`src/design/wnbs_pkg.sv`:
```
// Shared constants, types and helpers for the wake/night brightness schedule.
`default_nettype none

package wnbs_pkg;

    localparam int WAKE_MIN_LEAD = 30;
    localparam int QUIET_RAMP    = 90;

    localparam int MIN_PER_DAY  = 24 * 60;
    localparam int SEC_PER_MIN  = 60;
    localparam int SEC_PER_HOUR = 3600;
    localparam int DAY_SECONDS  = MIN_PER_DAY * SEC_PER_MIN;
    localparam int QUIET_LEN    = QUIET_RAMP * SEC_PER_MIN;
    localparam int LEVEL_MAX    = 100;
    localparam int HOUR_MAX     = 23;
    localparam int MS_MAX       = 59;

    localparam int HOUR_W  = 5;
    localparam int MS_W    = 6;
    localparam int MIN_W   = 11;
    localparam int LEVEL_W = 7;
    localparam int SEC_W   = $clog2(DAY_SECONDS + 1);
    localparam int EL_W    = $clog2(QUIET_LEN);
    localparam int FADE_W  = LEVEL_W + EL_W + 2;

    // Restoring divider: quotient never exceeds 100
    localparam int DIV_QUO_W = LEVEL_W;
    localparam int DIV_DEN_W = SEC_W;
    localparam int DIV_REM_W = 24;
    localparam int DIV_STEPS = DIV_QUO_W;

    // stage 0, 1, 2, ramp divider, stage 10, stage 11, fade divider
    localparam int PIPE_DEPTH = 5 + 2 * DIV_STEPS;

    localparam int PADDR_W = 5;
    localparam int PDATA_W = 32;

    typedef enum logic [2:0] {
        REG_WAKE_ENABLE,
        REG_WAKE_START_MINUTE,
        REG_WAKE_RAMP_MINUTES,
        REG_WAKE_PEAK_LEVEL,
        REG_NIGHT_ENABLE,
        REG_NIGHT_START_MINUTE,
        REG_NIGHT_LEVEL,
        REG_BASELINE_LEVEL
    } cfg_reg_t;

    typedef logic [SEC_W-1:0]   sec_t;
    typedef logic [LEVEL_W-1:0] level_t;

    typedef struct packed {
        logic ramp;
        logic peak;
        logic quiet;
        logic fade;
    } sel_t;

    typedef struct packed {
        sel_t             sel;
        logic [EL_W-1:0]  el;
    } side_a_t;

    typedef struct packed {
        sel_t   sel;
        logic   neg;
        level_t day;
    } side_b_t;

    function automatic sec_t min_to_sec(input logic [MIN_W-1:0] m);
        return SEC_W'(m) * SEC_W'(SEC_PER_MIN);
    endfunction

    // Half-open window [a, b) on the day circle, empty when a == b
    function automatic logic in_window(input sec_t a, input sec_t b, input sec_t t);
        logic hit;
        if (a == b)
            hit = 1'b0;
        else if (a < b)
            hit = (t >= a) && (t < b);
        else
            hit = (t >= a) || (t < b);
        return hit;
    endfunction

    function automatic sec_t elapsed(input sec_t a, input sec_t t);
        sec_t d;
        if (t >= a)
            d = t - a;
        else
            d = SEC_W'(DAY_SECONDS) - a + t;
        return d;
    endfunction

    function automatic logic [MIN_W-1:0] sat_minute(input logic [MIN_W-1:0] v,
                                                    input logic [MIN_W-1:0] top);
        return (v > top) ? top : v;
    endfunction

    function automatic level_t sat_level(input level_t v);
        return (v > LEVEL_W'(LEVEL_MAX)) ? LEVEL_W'(LEVEL_MAX) : v;
    endfunction

endpackage

`default_nettype wire

```
`src/design/wnbs_div.sv`:
```
// Pipelined restoring divider, one quotient bit per register stage.
`default_nettype none

module wnbs_div import wnbs_pkg::*; (
    input  wire logic                 clk,
    input  wire logic                 en,
    input  wire logic [DIV_REM_W-1:0] num,
    input  wire logic [DIV_DEN_W-1:0] den,
    output logic      [DIV_QUO_W-1:0] quo
);

    logic [DIV_REM_W-1:0] rem_reg [DIV_STEPS];
    logic [DIV_DEN_W-1:0] den_reg [DIV_STEPS];
    logic [DIV_QUO_W-1:0] quo_reg [DIV_STEPS];

    for (genvar k = 0; k < DIV_STEPS; k++) begin : g_step
        logic [DIV_REM_W-1:0] rem_in;
        logic [DIV_DEN_W-1:0] den_in;
        logic [DIV_QUO_W-1:0] quo_in;
        logic [DIV_REM_W-1:0] sub_val;
        logic                 take;

        if (k == 0) begin : g_first
            assign rem_in = num;
            assign den_in = den;
            assign quo_in = '0;
        end
        else begin : g_next
            assign rem_in = rem_reg[k-1];
            assign den_in = den_reg[k-1];
            assign quo_in = quo_reg[k-1];
        end

        // divisor aligned to the quotient bit this stage decides
        assign sub_val = DIV_REM_W'(den_in) << (DIV_QUO_W - 1 - k);
        assign take    = rem_in >= sub_val;

        always_ff @(posedge clk)
        begin
            if (en)
            begin
                rem_reg[k] <= take ? (rem_in - sub_val) : rem_in;
                den_reg[k] <= den_in;
                quo_reg[k] <= {quo_in[DIV_QUO_W-2:0], take};
            end
        end
    end

    assign quo = quo_reg[DIV_STEPS-1];

endmodule

`default_nettype wire

```
`src/design/wake_night_brightness_schedule.sv`:
```
// Top level of the wake/night brightness schedule: config port, pipeline, output buffer.
//
//  channel   signals                                          direction
//  in        in_valid/in_ready, hour_of_day, minute_of_hour,  time sample in
//            second_of_minute
//  out       out_valid/out_ready, level_percent               brightness out
//  cfg       psel/penable/pwrite/paddr/pwdata/prdata/pready   APB registers
//
// One sample is taken per cycle while in_ready is high; each result passes through
// 5 single stages plus two 7-stage restoring dividers (ramp, fade), the first loaded at
// acceptance, then the output buffer.
// A 2-entry output buffer sits after the pipeline; in_ready depends only on its
// fill and the last stage, so a held result never blocks the pipeline at once.
// Reset restores register defaults and empties the pipeline and buffer.
`default_nettype none

module wake_night_brightness_schedule import wnbs_pkg::*; (
    input  wire logic                clk,
    input  wire logic                rst_n,

    input  wire logic                in_valid,
    output logic                     in_ready,
    input  wire logic [HOUR_W-1:0]   hour_of_day,
    input  wire logic [MS_W-1:0]     minute_of_hour,
    input  wire logic [MS_W-1:0]     second_of_minute,

    output logic                     out_valid,
    input  wire logic                out_ready,
    output logic [LEVEL_W-1:0]       level_percent,

    input  wire logic                psel,
    input  wire logic                penable,
    input  wire logic                pwrite,
    input  wire logic [PADDR_W-1:0]  paddr,
    input  wire logic [PDATA_W-1:0]  pwdata,
    output logic      [PDATA_W-1:0]  prdata,
    output logic                     pready
);

    // ---------------- configuration registers ----------------
    logic             wake_enable_reg;
    logic [MIN_W-1:0] wake_start_minute_reg;
    logic [MIN_W-1:0] wake_ramp_minutes_reg;
    level_t           wake_peak_level_reg;
    logic             night_enable_reg;
    logic [MIN_W-1:0] night_start_minute_reg;
    level_t           night_level_reg;
    level_t           baseline_level_reg;

    logic     cfg_wr;
    cfg_reg_t cfg_idx;

    assign pready  = 1'b1;
    assign cfg_wr  = psel && penable && pwrite && pready;
    assign cfg_idx = cfg_reg_t'(paddr[PADDR_W-1:2]);

    always_ff @(posedge clk or negedge rst_n)
    begin
        if (!rst_n)
        begin
            wake_enable_reg        <= 1'b1;
            wake_start_minute_reg  <= MIN_W'(420);
            wake_ramp_minutes_reg  <= MIN_W'(20);
            wake_peak_level_reg    <= LEVEL_W'(100);
            night_enable_reg       <= 1'b1;
            night_start_minute_reg <= MIN_W'(1320);
            night_level_reg        <= LEVEL_W'(5);
            baseline_level_reg     <= '0;
        end
        else if (cfg_wr)
        begin
            unique case (cfg_idx)
                REG_WAKE_ENABLE:        wake_enable_reg <= pwdata[0];
                REG_WAKE_START_MINUTE:  wake_start_minute_reg <=
                    sat_minute(pwdata[MIN_W-1:0], MIN_W'(MIN_PER_DAY - 1));
                REG_WAKE_RAMP_MINUTES:  wake_ramp_minutes_reg <=
                    sat_minute(pwdata[MIN_W-1:0], MIN_W'(MIN_PER_DAY));
                REG_WAKE_PEAK_LEVEL:    wake_peak_level_reg <= sat_level(pwdata[LEVEL_W-1:0]);
                REG_NIGHT_ENABLE:       night_enable_reg <= pwdata[0];
                REG_NIGHT_START_MINUTE: night_start_minute_reg <=
                    sat_minute(pwdata[MIN_W-1:0], MIN_W'(MIN_PER_DAY - 1));
                REG_NIGHT_LEVEL:        night_level_reg <= sat_level(pwdata[LEVEL_W-1:0]);
                REG_BASELINE_LEVEL:     baseline_level_reg <= sat_level(pwdata[LEVEL_W-1:0]);
            endcase
        end
    end

    always_comb
    begin
        unique case (cfg_idx)
            REG_WAKE_ENABLE:        prdata = PDATA_W'(wake_enable_reg);
            REG_WAKE_START_MINUTE:  prdata = PDATA_W'(wake_start_minute_reg);
            REG_WAKE_RAMP_MINUTES:  prdata = PDATA_W'(wake_ramp_minutes_reg);
            REG_WAKE_PEAK_LEVEL:    prdata = PDATA_W'(wake_peak_level_reg);
            REG_NIGHT_ENABLE:       prdata = PDATA_W'(night_enable_reg);
            REG_NIGHT_START_MINUTE: prdata = PDATA_W'(night_start_minute_reg);
            REG_NIGHT_LEVEL:        prdata = PDATA_W'(night_level_reg);
            REG_BASELINE_LEVEL:     prdata = PDATA_W'(baseline_level_reg);
        endcase
    end

    // ---------------- derived schedule points ----------------
    // Refreshed every cycle; a sample accepted right after a write reaches
    // stage 1 no earlier than these do.
    logic [MIN_W-1:0] lead_min;
    sec_t             len_next, back_next, target_next, begin_next;
    sec_t             ns_next, ne_next, qbeg_next;
    sec_t             len_reg, half_len_reg, target_reg, begin_reg;
    sec_t             ns_reg, ne_reg, qbeg_reg;

    always_comb
    begin
        lead_min    = (wake_ramp_minutes_reg < MIN_W'(WAKE_MIN_LEAD)) ?
                      MIN_W'(WAKE_MIN_LEAD) : wake_ramp_minutes_reg;
        len_next    = min_to_sec(lead_min);
        target_next = min_to_sec(wake_start_minute_reg);
        // full-day ramp: window collapses onto the target
        back_next   = (len_next == SEC_W'(DAY_SECONDS)) ? '0 : len_next;
        if (back_next > target_next)
            begin_next = SEC_W'(DAY_SECONDS) - (back_next - target_next);
        else
            begin_next = target_next - back_next;

        ns_next = min_to_sec(night_start_minute_reg);
        ne_next = wake_enable_reg ? target_next : ns_next;
        if (SEC_W'(QUIET_LEN) > ns_next)
            qbeg_next = SEC_W'(DAY_SECONDS) - (SEC_W'(QUIET_LEN) - ns_next);
        else
            qbeg_next = ns_next - SEC_W'(QUIET_LEN);
    end

    always_ff @(posedge clk)
    begin
        len_reg      <= len_next;
        half_len_reg <= len_next >> 1;
        target_reg   <= target_next;
        begin_reg    <= begin_next;
        ns_reg       <= ns_next;
        ne_reg       <= ne_next;
        qbeg_reg     <= qbeg_next;
    end

    // ---------------- pipeline control ----------------
    logic [PIPE_DEPTH-1:0] vld_reg;
    logic                  adv;
    logic                  push, pop;
    logic [1:0]            count_reg;
    logic                  wr_ptr_reg, rd_ptr_reg;
    level_t                buf_reg [2];
    level_t                level_res;

    assign adv      = (count_reg != 2'd2) || !vld_reg[PIPE_DEPTH-1];
    assign in_ready = adv;
    assign push     = adv && vld_reg[PIPE_DEPTH-1];
    assign pop      = out_valid && out_ready;

    always_ff @(posedge clk or negedge rst_n)
    begin
        if (!rst_n)
            vld_reg <= '0;
        else if (adv)
            vld_reg <= {vld_reg[PIPE_DEPTH-2:0], in_valid};
    end

    // ---------------- stage 0: seconds of day ----------------
    logic [HOUR_W-1:0] h_sat;
    logic [MS_W-1:0]   m_sat, s_sat;
    sec_t              now_reg;

    always_comb
    begin
        h_sat = (hour_of_day > HOUR_W'(HOUR_MAX)) ? HOUR_W'(HOUR_MAX) : hour_of_day;
        m_sat = (minute_of_hour > MS_W'(MS_MAX)) ? MS_W'(MS_MAX) : minute_of_hour;
        s_sat = (second_of_minute > MS_W'(MS_MAX)) ? MS_W'(MS_MAX) : second_of_minute;
    end

    always_ff @(posedge clk)
    begin
        if (adv)
            now_reg <= SEC_W'(h_sat) * SEC_W'(SEC_PER_HOUR)
                     + SEC_W'(m_sat) * SEC_W'(SEC_PER_MIN) + SEC_W'(s_sat);
    end

    // ---------------- stage 1: windows ----------------
    sel_t            sel_s1;
    sec_t            since_w, since_q;
    logic            quiet_hit;
    sel_t            sel_s1_reg;
    sec_t            since_s1_reg;
    logic [EL_W-1:0] el_s1_reg;

    always_comb
    begin
        since_w   = elapsed(begin_reg, now_reg);
        since_q   = elapsed(qbeg_reg, now_reg);
        quiet_hit = (ns_reg == ne_reg) ? (now_reg >= ns_reg)
                                       : in_window(ns_reg, ne_reg, now_reg);
        sel_s1.ramp  = wake_enable_reg && in_window(begin_reg, target_reg, now_reg);
        sel_s1.peak  = wake_enable_reg && in_window(target_reg, begin_reg, now_reg);
        sel_s1.quiet = night_enable_reg && quiet_hit;
        sel_s1.fade  = night_enable_reg && !quiet_hit && in_window(qbeg_reg, ns_reg, now_reg);
    end

    always_ff @(posedge clk)
    begin
        if (adv)
        begin
            sel_s1_reg   <= sel_s1;
            since_s1_reg <= since_w;
            el_s1_reg    <= since_q[EL_W-1:0];    // below QUIET_LEN when fading
        end
    end

    // ---------------- stage 2: ramp numerator ----------------
    logic [DIV_REM_W-1:0] numa_reg;
    side_a_t              side_s2_reg;

    always_ff @(posedge clk)
    begin
        if (adv)
        begin
            numa_reg <= DIV_REM_W'(wake_peak_level_reg) * DIV_REM_W'(since_s1_reg)
                      + DIV_REM_W'(half_len_reg);
            side_s2_reg.sel <= sel_s1_reg;
            side_s2_reg.el  <= el_s1_reg;
        end
    end

    // ---------------- ramp divider ----------------
    logic [DIV_QUO_W-1:0] quo_a;
    side_a_t              side_a_reg [DIV_STEPS];

    wnbs_div u_div_ramp (
        .clk (clk),
        .en  (adv),
        .num (numa_reg),
        .den (len_reg),
        .quo (quo_a)
    );

    always_ff @(posedge clk)
    begin
        if (adv)
        begin
            side_a_reg[0] <= side_s2_reg;
            for (int k = 1; k < DIV_STEPS; k++)
                side_a_reg[k] <= side_a_reg[k-1];
        end
    end

    // ---------------- stage 10: day level ----------------
    side_a_t side_a_last;
    level_t  day_next;
    level_t  day_s10_reg;
    side_a_t side_s10_reg;

    assign side_a_last = side_a_reg[DIV_STEPS-1];

    always_comb
    begin
        if (side_a_last.sel.ramp)
            day_next = (quo_a < baseline_level_reg) ? baseline_level_reg : quo_a;
        else if (side_a_last.sel.peak)
            day_next = wake_peak_level_reg;
        else
            day_next = baseline_level_reg;
    end

    always_ff @(posedge clk)
    begin
        if (adv)
        begin
            day_s10_reg  <= day_next;
            side_s10_reg <= side_a_last;
        end
    end

    // ---------------- stage 11: fade numerator, sign and magnitude ----------------
    logic signed [LEVEL_W:0]  diff;
    logic signed [FADE_W-1:0] fprod, fnum;
    logic        [FADE_W-1:0] fmag;
    logic [DIV_REM_W-1:0]     numb_reg;
    side_b_t                  side_s11_reg;

    always_comb
    begin
        diff  = $signed({1'b0, night_level_reg}) - $signed({1'b0, day_s10_reg});
        fprod = FADE_W'(diff) * FADE_W'($signed({1'b0, side_s10_reg.el}));
        fnum  = fprod + FADE_W'(QUIET_LEN / 2);
        // truncation toward zero: divide the magnitude, restore the sign later
        fmag  = fnum[FADE_W-1] ? FADE_W'(-fnum) : FADE_W'(fnum);
    end

    always_ff @(posedge clk)
    begin
        if (adv)
        begin
            numb_reg         <= DIV_REM_W'(fmag);
            side_s11_reg.sel <= side_s10_reg.sel;
            side_s11_reg.neg <= fnum[FADE_W-1];
            side_s11_reg.day <= day_s10_reg;
        end
    end

    // ---------------- fade divider ----------------
    logic [DIV_QUO_W-1:0] quo_b;
    side_b_t              side_b_reg [DIV_STEPS];
    side_b_t              side_b_last;

    wnbs_div u_div_fade (
        .clk (clk),
        .en  (adv),
        .num (numb_reg),
        .den (DIV_DEN_W'(QUIET_LEN)),
        .quo (quo_b)
    );

    always_ff @(posedge clk)
    begin
        if (adv)
        begin
            side_b_reg[0] <= side_s11_reg;
            for (int k = 1; k < DIV_STEPS; k++)
                side_b_reg[k] <= side_b_reg[k-1];
        end
    end

    assign side_b_last = side_b_reg[DIV_STEPS-1];

    // ---------------- final select ----------------
    logic signed [LEVEL_W+1:0] fq, fres;
    level_t                    fade_lvl;

    always_comb
    begin
        fq   = $signed({2'b00, quo_b});
        fres = $signed({2'b00, side_b_last.day}) + (side_b_last.neg ? -fq : fq);
        if (fres < 0)
            fade_lvl = '0;
        else if (fres > (LEVEL_W+2)'(LEVEL_MAX))
            fade_lvl = LEVEL_W'(LEVEL_MAX);
        else
            fade_lvl = fres[LEVEL_W-1:0];

        if (side_b_last.sel.quiet)
            level_res = night_level_reg;
        else if (side_b_last.sel.fade)
            level_res = fade_lvl;
        else
            level_res = side_b_last.day;
    end

    // ---------------- output buffer ----------------
    always_ff @(posedge clk or negedge rst_n)
    begin
        if (!rst_n)
        begin
            count_reg  <= '0;
            wr_ptr_reg <= 1'b0;
            rd_ptr_reg <= 1'b0;
        end
        else
        begin
            if (push)
                wr_ptr_reg <= !wr_ptr_reg;
            if (pop)
                rd_ptr_reg <= !rd_ptr_reg;
            if (push && !pop)
                count_reg <= count_reg + 2'd1;
            else if (pop && !push)
                count_reg <= count_reg - 2'd1;
        end
    end

    always_ff @(posedge clk)
    begin
        if (push)
            buf_reg[wr_ptr_reg] <= level_res;
    end

    assign out_valid     = count_reg != 2'd0;
    assign level_percent = buf_reg[rd_ptr_reg];

endmodule

`default_nettype wire

```
`config.mk`:
```
export PLATFORM = sky130hd
export DESIGN_NAME = wake_night_brightness_schedule
export DESIGN_NICKNAME = d
export VERILOG_FILES = /design/src/design/wnbs_pkg.sv /design/src/design/wnbs_div.sv /design/src/design/wake_night_brightness_schedule.sv
export SDC_FILE = /design/constraint.sdc
export NUM_CORES = 2
export LEC_CHECK = 0
export BUFFER_PORTS_ARGS = -buffer_cell sky130_fd_sc_hd__buf_2
export CORE_UTILIZATION = 69
export CTS_BUF_LIST = sky130_fd_sc_hd__clkbuf_2 sky130_fd_sc_hd__clkbuf_4 sky130_fd_sc_hd__clkbuf_8
export CTS_CLUSTER_SIZE = 14
export DETAILED_ROUTE_END_ITERATION = 7
export MAX_ROUTING_LAYER = met4
export PLACE_DENSITY_LB_ADDON = 0.15
export SYNTH_ARGS = -nofsm -noshare
export SYNTH_HDL_FRONTEND = slang
export SYNTH_SLANG_ARGS = --single-unit
```
`constraint.sdc`:
```
create_clock -name clk -period 72.8 [get_ports clk]
set_input_delay 7.28 -clock clk [delete_from_list [all_inputs] [get_ports clk]]
set_output_delay 7.28 -clock clk [all_outputs]
set_load 0.01 [all_outputs]
```
After elaboration in Yosys (flattened, before gate mapping)
Memories as Yosys holds them, arrays and structs flattened.
Cells that the tools add are included.
{"block": "word_totals", "reg_bits": 325, "mem_bits_rw": 889, "in_bits": 61, "out_inout_bits": 42, "wordCells": 236, "memories": 9}
{"block": "op_classes", "add_sub_neg": 36, "n_mul": 7, "magnitude_cmp": 38, "n_eq_ne": 13, "muxes": 51, "n_reduce_logical": 37}
{"name": "u_div_fade.rem_reg", "depth": 7, "width": 24, "rd": 6, "rd_ports_with_merged_regs": 0, "wr": 7, "line_no": "wnbs_div.sv:12", "source": "logic [DIV_REM_W-1:0] rem_reg [DIV_STEPS];"}
{"name": "u_div_ramp.rem_reg", "depth": 7, "width": 24, "rd": 6, "rd_ports_with_merged_regs": 0, "wr": 7, "line_no": "wnbs_div.sv:12"}
{"name": "side_a_reg", "depth": 7, "width": 17, "rd": 7, "rd_ports_with_merged_regs": 0, "wr": 7, "line_no": "wake_night_brightness_schedule.sv:231", "source": "side_a_t side_a_reg [DIV_STEPS];"}
{"name": "u_div_fade.den_reg", "depth": 7, "width": 17, "rd": 6, "rd_ports_with_merged_regs": 0, "wr": 7, "line_no": "wnbs_div.sv:13", "source": "logic [DIV_DEN_W-1:0] den_reg [DIV_STEPS];"}
{"name": "u_div_ramp.den_reg", "depth": 7, "width": 17, "rd": 6, "rd_ports_with_merged_regs": 0, "wr": 7, "line_no": "wnbs_div.sv:13"}
{"name": "side_b_reg", "depth": 7, "width": 12, "rd": 7, "rd_ports_with_merged_regs": 0, "wr": 7, "line_no": "wake_night_brightness_schedule.sv:307", "source": "side_b_t side_b_reg [DIV_STEPS];"}
{"name": "3 more memories"}
{"operator": "2-to-1 mux 24 bit", "count": 14}
{"operator": "one-hot mux 32 bit (8 select lines)", "count": 1}
{"operator": "less-than comparator 17 bit", "count": 8}
{"operator": "2-to-1 mux 17 bit", "count": 5}
{"operator": "equality test 17 bit", "count": 4}
{"operator": "greater-or-equal comparator 17 bit", "count": 4}
{"operator": "2-to-1 mux 7 bit", "count": 8}
{"operator": "subtractor 17 bit", "count": 3}
{"operator": "subtractor 17 bit, first input constant", "count": 3}
{"operator": "greater-or-equal comparator 24 x 17 -> 1 bit", "count": 2}
{"operator": "greater-or-equal comparator 24 x 18 -> 1 bit", "count": 2}
{"operator": "greater-or-equal comparator 24 x 19 -> 1 bit", "count": 2}
{"operator": "greater-or-equal comparator 24 x 20 -> 1 bit", "count": 2}
{"operator": "greater-or-equal comparator 24 x 21 -> 1 bit", "count": 2}
{"operator": "greater-or-equal comparator 24 x 22 -> 1 bit", "count": 2}
{"operator": "subtractor 24 x 17 -> 24 bit", "count": 2}
{"operator": "subtractor 24 x 18 -> 24 bit", "count": 2}
{"operator": "subtractor 24 x 19 -> 24 bit", "count": 2}
{"operator": "subtractor 24 x 20 -> 24 bit", "count": 2}
{"operator": "subtractor 24 x 21 -> 24 bit", "count": 2}
{"operator": "subtractor 24 x 22 -> 24 bit", "count": 2}
{"operator": "multiplier 11 x 4 -> 15 bit, second input constant", "count": 3}
{"operator": "2-to-1 mux 11 bit", "count": 3}
{"operator": "adder 24 x 16 -> 24 bit", "count": 1}
{"operator": "51 further kinds", "count": 101}

Depth between registers and ports, before layout
An unclocked memory read counts as a cell.
{"block": "depth", "word_depth": 9, "mapped_depth": 32, "mapped_depth_nobuf": 31}

Hierarchy
A second synthesis with hierarchy kept.
{"block": "unflattened", "cells_unflattened": 6280, "hier_area_um2": 69098.8}
{"mod": "wake_night_brightness_schedule", "instances": 1, "cells_each": 3473, "area_each_um2": 37606.1, "seq_area_each_um2": 14199.9}
{"mod": "wnbs_div (u_div_ramp)", "instances": 1, "cells_each": 1395, "area_each_um2": 15777.6, "seq_area_each_um2": 8227.9}
{"mod": "wnbs_div (u_div_fade)", "instances": 1, "cells_each": 1412, "area_each_um2": 15715.1, "seq_area_each_um2": 8227.9}

Least setup slack after synthesis
No wires, ideal clock.
{"block": "synth_timing", "path_type": "register to output", "start": "register count_reg[0]", "end": "output port in_ready", "arrival_time_ps": 21405, "t_required_ps": 65520, "path_slack_ps": 44115, "path_stages_with_launch": 3, "n_path_buf": 1, "path_cell_list": "dfrtp_1 -> nand3b_1 -> clkbuf_1"}
{"block": "synth_between", "elab_chain_cells": 2}
{"element": "start, declared", "line_no": "wake_night_brightness_schedule.sv:147", "source": "logic [1:0] count_reg;"}
{"element": "start signal, assigned", "line_no": "wake_night_brightness_schedule.sv:369", "source": "count_reg <= count_reg + 2'd1;"}
{"element": "start signal, assigned", "line_no": "wake_night_brightness_schedule.sv:371", "source": "count_reg <= count_reg - 2'd1;"}
{"element": "!= test 2 bit", "line_no": "wake_night_brightness_schedule.sv:152", "source": "assign adv = (count_reg != 2'd2) || !vld_reg[PIPE_DEPTH-1];"}
{"element": "logical OR 1 bit", "line_no": "wake_night_brightness_schedule.sv:152"}
{"element": "end, declared", "line_no": "wake_night_brightness_schedule.sv:22", "source": "output logic in_ready,"}
No other way between the ends.

Worst setup path after layout
{"block": "layout_timing", "start": "input port paddr[4]", "end": "output port prdata[2]"}
{"block": "layout_between", "elab_chain_cells": 2, "elab_cells_between_ends": 9, "cone_classes": "eq/ne (7); mux (1); reduce/logical (1)"}
{"element": "start, declared", "line_no": "wake_night_brightness_schedule.sv:34", "source": "input wire logic [PADDR_W-1:0] paddr,"}
{"element": "equality test 3 bit, or another cell as far along", "line_no": "wake_night_brightness_schedule.sv:90", "source": "unique case (cfg_idx)"}
{"element": "one-hot mux 32 bit (8 select lines) *", "line_no": "wake_night_brightness_schedule.sv:90"}
{"element": "end, declared", "line_no": "wake_night_brightness_schedule.sv:36", "source": "output logic [PDATA_W-1:0] prdata,"}
Mark *: on every way between the ends. The rest lies on a longest branch, timed or not. The select of a mux whose other input is x is not followed.

==> results.md <==
* Slew Viols, Final at 0
* Core Area at between 80,000 and 90,000 um^2
* R2r endpoint: begin_reg[14]
* Final Hold Vio Count at 0
* CP peak stage delay at approximately 550 ps
* DR WL/cell at 18.2 um
* Worst R2R Setup Slack at 64,340 ps
* Ys Warns at 0
* Synth top cells by count: edfxtp_1, inv_1, ha_1, nand2_1, nor2_1
* Worst setup SP type: primary input
* Synth area leader: edfxtp_1
* Slowest library cell on the worst path: buf_2
* Final setup viols at 0
* I/O pin count at just over 100
* Final Util at 0.751
* Netlist cell types at between 90 and 100
* Share of cells above drive strength 1 at 0.0889
* CP arrival at between 8000 and 9000 ps
* Hold Crit Class: register to register
* # fillers at ~5,700
* Initial antenna violation count at 2
* DP Worst Slack at around 57,000 ps
* CP Max Fanout at 31
* Area contributors post-synth: edfxtp_1, ha_1, fa_1, inv_1, xnor2_1
* Synthesized area at 59,200 um^2
* Port buffer count at 57
* Starting DRT DRC Count at about 2,300
* Gpl congestion at 0.932
* Die height at 295 um
* CTS clock-pin slew for the worst setup and hold paths at roughly 60 ps
* Area share of the largest cell type after synthesis at 0.394
* Clk_skew at approximately 36 ps
* Critical hold path startpoint: side_a_reg[6][1]
* Sequential cell area fraction in the yosys report at 0.458
* Max-cap violations at 0
* Mean Syn Cell Area at 11.3 um^2
* Die ar. at 86,900 um^2
* Vias/cell at around 5.8
* H-Tree Depth at 4
* Non-filler cells, final at about 6,600
* Setup crit end kind: primary output
* Vias in the first global route at 38,745
* Tcrit/Tclk final at 0.222
* CP Data Required Time at about 66,000 ps
* Via count at 38,701
* Worst r2r src: wake_ramp_minutes_reg[10]
* Cell count after placement at about 6,300
* Worst skew pair latency at 840 ps
* Crit path time final at 16,190 ps
* Antenna viol nets, final at 0
* Post-CTS Hold Buffers at 0
* Total grt overflow at 0
* Outcome: complete, no violations
* Final wirelength at between 100,000 and 150,000 um
* Worst Path Class, Setup: primary input to primary output
* Largest net degree at the start of global routing at ~220
* Router iterations before antenna repair at 6
* EDFF count, synth at approximately 800
* Sink Count at 945
* Initial Util at 0.696
* Critical Path Start: paddr[4]
* Gr usage total at 0.293
* CTS Buffer Depth at 3
* CTS tree: done
* Most common cell in the synthesized netlist: edfxtp_1
* Actual slew at the worst max-slew pin at 1170 ps
* Mapped Cells at roughly 5,200
* CTS resizes at 0
* Top_reg_cell synth: edfxtp_1
* Max reg flops at about 140
* Depth of the most critical reg-to-reg path at 30
* Die Wd at 295 um
* Root cell of the clock tree: clkbuf_8
* # DRC at 0
* # nets final at ~6,200
* Worst setup margin at around 57,000 ps
* CP most frequent cell: buf_2
* Placement Rows at 107
* Synthesis-to-layout area growth at 7.95%
* Fmax at 61.8 MHz
* Hold depth at 0
* Relative max-transition margin at 0.223
* DP HPWL at ~91,000 um
* Inserted Clock Buffers at 156
* First-pass GRT wire length at ~190,000 um
* RSZ-0062 raised after global routing: no
* Post-CTS Setup Bufs at 0
* Hold path endpoint: side_s10_reg[1]
* Synthesis-stage register bit count at roughly 950
* Worst path cell trace: buf_2 > mux2_2 > nand2_1 > o21ai_0 > a221o_1 > buf_2
* TNS Setup at 0 ps
* Post-synth ARST share at 0.0836
==> metal layers <==
metal  track usage  wire length (um)
met5             -                 0
met4         0.134              4930
met3        0.0389              4950
met2         0.506             62300
met1         0.340             48900
==> placed cells by master (no fill, tap or decap), types with 56 or more instances in the layout <==
cell type and count:
dfrtp_1 62, xnor2_1 215, dfxtp_1 89, mux2_2 74, ha_1 532, fa_1 266, nand2_1 375, a21o_1 112
edfxtp_1 777, a21oi_1 259, nor3_1 80, clkbuf_8 162, xor2_1 150, and2_1 118, nor2_1 293, buf_2 56
o21ai_0 197, nor2b_1 61, inv_1 621, nand2b_1 81, nand3_1 63
==> layout make-up <==
| type | instances | area, um^2 | share of cell area |
|---|---|---|---|
| sequential | 945 | 27100 | 0.425 |
| clock buffer | 209 | 2580 | 0.0404 |
| clock inverter | 77 | 666 | 0.0104 |
| timing repair buffer | 80 | 473 | 0.00741 |
| inverter | 623 | 2340 | 0.0366 |
| antenna | 2 | 5.00 | 0.0000784 |
| multi-input combinational | 3554 | 29300 | 0.458 |
| tap | 1144 | 1430 | 0.0224 |
==> how the worst max path moves through the flow <==
stage	to	slack, ps	cells past startpoint
after floorplan	in_ready	44110	2
after global placement	prdata[2]	56640	6
after detailed placement	prdata[2]	56660	6
after CTS	prdata[2]	56650	6
after global routing	prdata[2]	56540	6
final	prdata[2]	56610	6
==> cell families after synthesis <==
group / Yosys count / share of synthesized area
buf+inv: 746 / 0.0489
other cells: 2 / 0.000127
compound gates: 939 / 0.104
xor+xnor: 365 / 0.0540
flops: 945 / 0.458
fa+ha+maj: 800 / 0.203
mux: 116 / 0.0216
simple gates: 1312 / 0.110
==> through the flow <==
| stage | cell area [um^2] | hold slack [ps] |
|---|---|---|
| after CTS | 63900 | 386 |
| final | 63900 | 393 |
| after global routing | 63900 | 393 |
| after detailed placement | 60600 | 405 |
| after global placement | 60600 | 400 |
| after floorplan | 59200 | 400 |
==> worst max-delay path: cells and delay by family <==
| kind | cells | cell delay (ps) |
|---|---|---|
| AND/OR/NAND/NOR | 1 | 60 |
| AO/OA/AOI/OAI | 2 | 450 |
| buffers and inverters | 2 | 700 |
| multiplexers | 1 | 400 |
Power is left out: the tool's default activity adds up to more than one toggle a clock period on the data nets, which glitch-free logic cannot reach.
